## src/rtl/lfia_pkg.sv

```systemverilog
// Shared types and constants for the lowest-free ID allocator.
// Holds table size, key width, operation codes and the item structs.
// No dependencies.
`default_nettype none

package lfia_pkg;

	localparam int ENTRIES   = 16;
	localparam int KEY_WIDTH = 32;

	// Field widths of the request and result items.
	localparam int OP_W    = 3;
	localparam int KEY_F_W = 32;
	localparam int ID_W    = 5;

	localparam logic [OP_W-1:0] OP_ALLOC     = 3'd0;
	localparam logic [OP_W-1:0] OP_REM_KEY   = 3'd1;
	localparam logic [OP_W-1:0] OP_REM_ID    = 3'd2;
	localparam logic [OP_W-1:0] OP_QUERY_KEY = 3'd3;
	localparam logic [OP_W-1:0] OP_QUERY_ID  = 3'd4;
	localparam logic [OP_W-1:0] OP_CLEAR     = 3'd5;

	typedef logic [KEY_WIDTH-1:0] key_t;
	typedef logic [ID_W-1:0]      id_t;

	typedef struct packed {
		logic [OP_W-1:0]    operation;
		logic [KEY_F_W-1:0] key;
		logic [ID_W-1:0]    id;
	} req_t;

	typedef struct packed {
		logic [ID_W-1:0]    result_id;
		logic               ok;
		logic [KEY_F_W-1:0] result_key;
	} rsp_t;

	// Data rippled from cell to cell, lowest slot first.
	typedef struct packed {
		logic free_seen;
		id_t  free_id;
		logic key_hit;
		id_t  key_id;
		logic id_hit;
		key_t id_key;
	} link_t;

endpackage

`default_nettype wire

```

## src/rtl/lfia_cell.sv

```systemverilog
// One table slot of the lowest-free ID allocator: valid flag and bound key.
// Compares the request, joins the neighbor chain and updates its slot.
// Depends on lfia_pkg.
`default_nettype none

module lfia_cell (
	input  wire logic                             clk,
	input  wire logic                             arst_n,
	input  wire logic                             go,
	input  wire logic [lfia_pkg::OP_W-1:0]        op,
	input  wire lfia_pkg::key_t                   key,
	input  wire lfia_pkg::id_t                    id,
	input  wire lfia_pkg::id_t                    cell_id,
	input  wire logic                             any_key_hit,
	input  wire lfia_pkg::link_t                  link_in,
	output lfia_pkg::link_t                       link_out
);
	import lfia_pkg::*;

	logic valid_q;
	key_t key_q;
	logic valid_d;
	logic key_hit;
	logic id_hit;
	logic claim;

	assign key_hit = valid_q && (key_q == key);
	assign id_hit  = valid_q && (id == cell_id);
	// First free slot takes the key, unless the key is bound somewhere.
	assign claim   = !link_in.free_seen && !valid_q && !any_key_hit;

	always_comb begin
		link_out.free_seen = link_in.free_seen | ~valid_q;
		link_out.free_id   = (!link_in.free_seen && !valid_q) ? cell_id : link_in.free_id;
		link_out.key_hit   = link_in.key_hit | key_hit;
		link_out.key_id    = link_in.key_id | (key_hit ? cell_id : '0);
		link_out.id_hit    = link_in.id_hit | id_hit;
		link_out.id_key    = link_in.id_key | (id_hit ? key_q : '0);
	end

	always_comb begin
		valid_d = valid_q;
		unique case (op)
			OP_ALLOC:   if (claim) valid_d = 1'b1;
			OP_REM_KEY: if (key_hit) valid_d = 1'b0;
			OP_REM_ID:  if (id_hit) valid_d = 1'b0;
			OP_CLEAR:   valid_d = 1'b0;
			default:    valid_d = valid_q;
		endcase
	end

	always_ff @(posedge clk or negedge arst_n) begin
		if (!arst_n) begin
			valid_q <= 1'b0;
		end else if (go) begin
			valid_q <= valid_d;
		end
	end

	always_ff @(posedge clk) begin
		if (go && op == OP_ALLOC && claim) begin
			key_q <= key;
		end
	end

endmodule

`default_nettype wire

```

## src/rtl/lowest_free_id_allocator.sv

```systemverilog
// The request is registered, then the key compare and the ripple through the
// row of cells feed the registered result and its strobe. A new item is not
// taken while busy is high, i.e. while the previous item is in the compare.
// Reset: table empty, busy low, no strobe. The receiver cannot stall.
// Depends on lfia_pkg and lfia_cell.
`default_nettype none

module lowest_free_id_allocator (
	input  wire logic           clk,
	input  wire logic           arst_n,
	input  wire logic           start,
	input  wire lfia_pkg::req_t req,
	output logic                busy,
	output logic                done,
	output lfia_pkg::rsp_t      rsp
);
	import lfia_pkg::*;

	logic  valid_s1;
	req_t  req_s1;
	key_t  req_key;
	link_t link [ENTRIES+1];
	link_t last;
	rsp_t  rsp_d;
	rsp_t  rsp_q;
	logic  done_q;

	assign busy    = valid_s1;
	assign req_key = KEY_WIDTH'(req_s1.key);
	assign link[0] = '0;
	assign last    = link[ENTRIES];

	for (genvar i = 0; i < ENTRIES; i++) begin : g_cell
		lfia_cell u_cell (
			.clk         (clk),
			.arst_n      (arst_n),
			.go          (valid_s1),
			.op          (req_s1.operation),
			.key         (req_key),
			.id          (req_s1.id),
			.cell_id     (ID_W'(i + 1)),
			.any_key_hit (last.key_hit),
			.link_in     (link[i]),
			.link_out    (link[i+1])
		);
	end

	always_comb begin
		rsp_d = '0;
		unique case (req_s1.operation)
			OP_ALLOC: begin
				if (last.key_hit) begin
					rsp_d.result_id = last.key_id;
					rsp_d.ok        = 1'b1;
				end else if (last.free_seen) begin
					rsp_d.result_id = last.free_id;
					rsp_d.ok        = 1'b1;
				end
			end
			OP_REM_KEY, OP_QUERY_KEY: begin
				if (last.key_hit) begin
					rsp_d.result_id = last.key_id;
					rsp_d.ok        = 1'b1;
				end
			end
			OP_REM_ID, OP_QUERY_ID: begin
				if (last.id_hit) begin
					rsp_d.result_id  = req_s1.id;
					rsp_d.ok         = 1'b1;
					rsp_d.result_key = KEY_F_W'(last.id_key);
				end
			end
			OP_CLEAR: rsp_d.ok = 1'b1;
			default:  rsp_d = '0;
		endcase
	end

	always_ff @(posedge clk or negedge arst_n) begin
		if (!arst_n) begin
			valid_s1 <= 1'b0;
			done_q   <= 1'b0;
		end else begin
			valid_s1 <= start && !valid_s1;
			done_q   <= valid_s1;
		end
	end

	always_ff @(posedge clk) begin
		if (start && !valid_s1) begin
			req_s1 <= req;
		end
		if (valid_s1) begin
			rsp_q <= rsp_d;
		end
	end

	assign done = done_q;
	assign rsp  = rsp_q;

endmodule

`default_nettype wire

```

## config.mk

```make
export PLATFORM = sky130hd
export DESIGN_NAME = lowest_free_id_allocator
export DESIGN_NICKNAME = d
export VERILOG_FILES = /design/src/rtl/lfia_pkg.sv /design/src/rtl/lfia_cell.sv /design/src/rtl/lowest_free_id_allocator.sv
export SDC_FILE = /design/constraint.sdc
export NUM_CORES = 1
export LEC_CHECK = 0
export BUFFER_PORTS_ARGS = -buffer_cell sky130_fd_sc_hd__buf_4
export CORE_ASPECT_RATIO = 0.8
export CORE_MARGIN = 8
export CORE_UTILIZATION = 55
export CTS_CLUSTER_DIAMETER = 80
export CTS_CLUSTER_SIZE = 8
export DETAILED_ROUTE_END_ITERATION = 8
export PLACE_DENSITY = 0.72
export SLEW_MARGIN = 25
export SYNTH_ARGS = -nofsm -noshare
export SYNTH_HDL_FRONTEND = slang
export SYNTH_SLANG_ARGS = --single-unit
```

## constraint.sdc

```tcl
create_clock -name clk -period 6.94 [get_ports clk]
set_clock_uncertainty 0.1 [all_clocks]
set_input_delay 1.041 -clock clk [delete_from_list [all_inputs] [get_ports clk]]
set_output_delay 1.041 -clock clk [all_outputs]
set_load 0.05 [all_outputs]
```

==> summary.md <==
The run finished with clean final reports. STA classifies the critical path endpoint as a register. The via count of the first global-routing pass was 19100. In this run the critical register-to-register path is captured at g_cell[5].u_cell.key_q[4].

The logs give 0 for the count of final hold-check violations and 8 for the number of iterations in the first detailed-routing pass. From left edge to right edge, the die measures 271 µm. Average wire per cell in the routed design: 43.6 µm.

Length in cells of the worst reg-to-reg path: 10. The number of different library cells used by synthesis comes to 55. In the synthesized netlist, the number of instances is 2006. The core area came out at 51200 µm².

The sequential power share is 49.0%, and the normalized max-slew margin is 20.3%. In this run, synthesis produced a sequential element count of 608. During synthesis, Yosys emitted a total of 0 warnings. The area growth from synthesis to layout is 13.3%, and the worst stage delay on the critical path is 0.87 ns.

The average cell area after synthesis works out to 14.3 µm². The tools report the number of max-cap violations as 0. TritonCTS built the clock tree.

For the count of instances resized after the clock tree is built, the log shows 0. Along the worst path, the maximum fanout reaches 23. The total net switching power came out at 0.00205 W. For this design, the CTS-stage hold fixing added 0 buffers. The path class of the tightest hold or removal check is primary input to asynchronous set/reset pin.

Setup slack on the worst reg-to-reg path comes out at 1.54 ns. The number of setup violations in the final report was 0; the clock-pin slew on the worst setup and hold paths was 0.05 ns. The chip height was 220 µm; the number of buffer cells added on primary ports was 82. In the final timing run, aggregate negative setup slack is 0 ns. The worst setup path is of the register to register kind. Data on the critical path arrives at its endpoint at 5.63 ns. The power density normalized to cell area was 262 nW/µm².

The run gives 59600 µm² as the floorplan die area. The final non-filler cell total came out at 2822. Transition at the pin with the smallest max-transition slack: 1.18 ns. Setup repair after global routing left no endpoint under its margin. For this run, the post-layout net count is 2160. The total routing usage reported by global routing was 40.4%. The logs give 7 for the initial antenna violation count and 0.226 mV for the worst voltage drop across the vdd grid.

The run gives 0 as the count of antenna-violating nets left after detailed routing. Counting flops with an async set or reset pin after synthesis yields a share of 2.96%. Based on the critical path, the design can be clocked at up to 185 MHz. The type of origin of the critical path is a register.

The highest-delay cell along the critical path was sky130_fd_sc_hd__nor2_4. The total via count after detailed routing is 20900, and the final period utilization is 77.8%. The critical path goes through buf_4 > xor2_1 > nor4_1 > nand4_1 > or3_1 > nand4_1 > nor4_4 > nand3_2 > nor2_4 > buf_12. In the routed layout, each cell is associated on average with a via count of 7.42. The H-tree was split into 3 levels.

Mapped cell area: 28600 µm². Of the total power, the share spent switching nets is 24.1%. The tools report the clock buffer count from CTS as 85. The number of enable-type register cells in the synthesized netlist is 590.

The post-layout minimum cycle time came out at 5.40 ns. Entering global routing, the biggest net connects 42 pins. For the sequential-to-total area share from yosys stat, the log shows 63.5%. The number of setup buffers added after CTS is 0. The half-perimeter wire length of the detailed placement result was 82400 µm.

The start of the worst register-to-register path was req_key[31]. The internal power contribution is 0.00643 W, and the effective utilization at floorplan is 55.8%. The tree built by TritonCTS fans out to 608 sinks. Leaving out fill and tap cells, the most frequent cell in the layout is sky130_fd_sc_hd__edfxtp_1. Row generation in the floorplan step produced 74 rows.

Leaving out fill and tap cells, the most frequent cells in the layout are sky130_fd_sc_hd__edfxtp_1, sky130_fd_sc_hd__xor2_1, sky130_fd_sc_hd__buf_4. For the worst-skew pair, the clock arrives at the later sink with an insertion delay of 0.65 ns. The tools report the count of pins over their slew limit as 0. Wires add up to 123000 µm. The tools report the number of buffers on the longest clock path as 3.

For the cell count after placement, the log shows 2709. Summed over all layers, the global routing overflow is 0. Routability-driven placement finished with a final weighted congestion of 1.07. The tools report the total leakage power as 10.5 nW. Cell occurring most often along the worst timing path: sky130_fd_sc_hd__nand4_1.

For the data required time of the worst path, the log shows 7.17 ns. Hold is met by 0.174 ns. Clock tree synthesis selected as its root buffer the cell sky130_fd_sc_hd__clkbuf_16. When the netlist entered floorplanning its net count stood at 2049. The first global-routing pass estimated 165000 µm of wire.

The initial detailed-routing violation count is 4485, and the clock network fraction of design power is 44.5%. In this run, the combinational gates consume 6.5% of the power. Number of remaining DRC errors: 0. The most common flop cell mapped by yosys is sky130_fd_sc_hd__edfxtp_1. 83 I/O pins were placed. The share of cells above drive strength 1 works out to 14.1%.
worst max-delay path: cells and delay by family (launching register included):
family | cells | cell delay, ns
flops | 1 | 0.73
buf+inv | 2 | 0.69
simple gates | 7 | 2.88
xor+xnor | 1 | 0.65
logic make-up after synthesis:
logic type	count (synthesis)	synth area share, %
AO/OA/AOI/OAI	370	10.0
XOR/XNOR	513	15.7
buffers and inverters	153	3.22
flip-flops	608	63.5
AND/OR/NAND/NOR	362	7.47
power by group through the flow:
stage | combinational, W | clock [W] | sequential [W]
floorplan | 0.000260 | 0 | 0.00423
global placement | 0.000497 | 0 | 0.00424
detailed placement | 0.000504 | 0 | 0.00423
CTS | 0.000507 | 0.00375 | 0.00416
global route | 0.000548 | 0.00389 | 0.00416
finish | 0.000549 | 0.00377 | 0.00416
worst max-delay path by stage:
stage,startpoint,endpoint,slack (ns),depth (start not counted)
after global routing,req_key[9],g_cell[5].u_cell.key_q[23],1.49,10
after CTS,req_key[31],g_cell[5].u_cell.key_q[4],1.71,10
after global placement,req_key[20],g_cell[5].u_cell.key_q[14],1.63,9
after detailed placement,req_key[31],g_cell[5].u_cell.key_q[4],1.71,10
final,req_key[31],g_cell[5].u_cell.key_q[4],1.54,10
after floorplan,req_key[0],g_cell[15].u_cell.key_q[0],0.84,10
sequential cells by signal (all words and copies together), names as in the netlist:
signal and count:
busy 1, done 1, g_cell.u_cell.key_q 512, g_cell.u_cell.valid_q 16, req_key 32, req_s1 8
rsp 38
synthesized netlist by cell type, drive strengths merged, types with 18 or more instances:
cell	count	area, µm²
and3	52	325
xnor2	123	1080
a22o	95	832
o21ai	32	160
dfrtp	18	450
xor2	390	3420
a221oi	95	832
nor3	26	130
clkbuf	70	263
edfxtp	590	17700
a21oi	21	105
nand3	43	230
buf	74	624
a22oi	67	503
a31oi	33	206
nand2	31	116
nand4	44	290
nor4	99	647
nor2	23	86.3
through the flow:
stage	area, µm²	worst slack [ns]	utilization [%]	power [W]
finish	32400	1.54	63.3	0.00848
global route	32400	1.49	63.2	0.00860
CTS	32300	1.71	63.0	0.00842
detailed placement	30000	1.71	58.6	0.00474
global placement	29900	1.63	58.4	0.00473
floorplan	28600	0.842	-	0.00449
layout make-up:
cell class                      count  area, µm²
Multi-Input combinational cell   1245       9650
Tap cell                          684        856
Antenna cell                        4       10.0
Timing Repair Buffer              168       1380
Sequential cell                   608      18200
Fill cell                        3800      18800
Inverter                            9       33.8
Clock buffer                       98       2200
Clock inverter                      6       92.6
layer usage:
layer | GRT usage [%] | wire (µm) | vias up
met5 | 0 | 67 | -
li1 | - | - | 7989
met1 | 55.5 | 45000 | 10400
met3 | 15.9 | 21200 | 370
met4 | 17.4 | 6640 | 8
met2 | 56.5 | 50000 | 2201
Note: power is estimated with default switching activity, not from simulation.
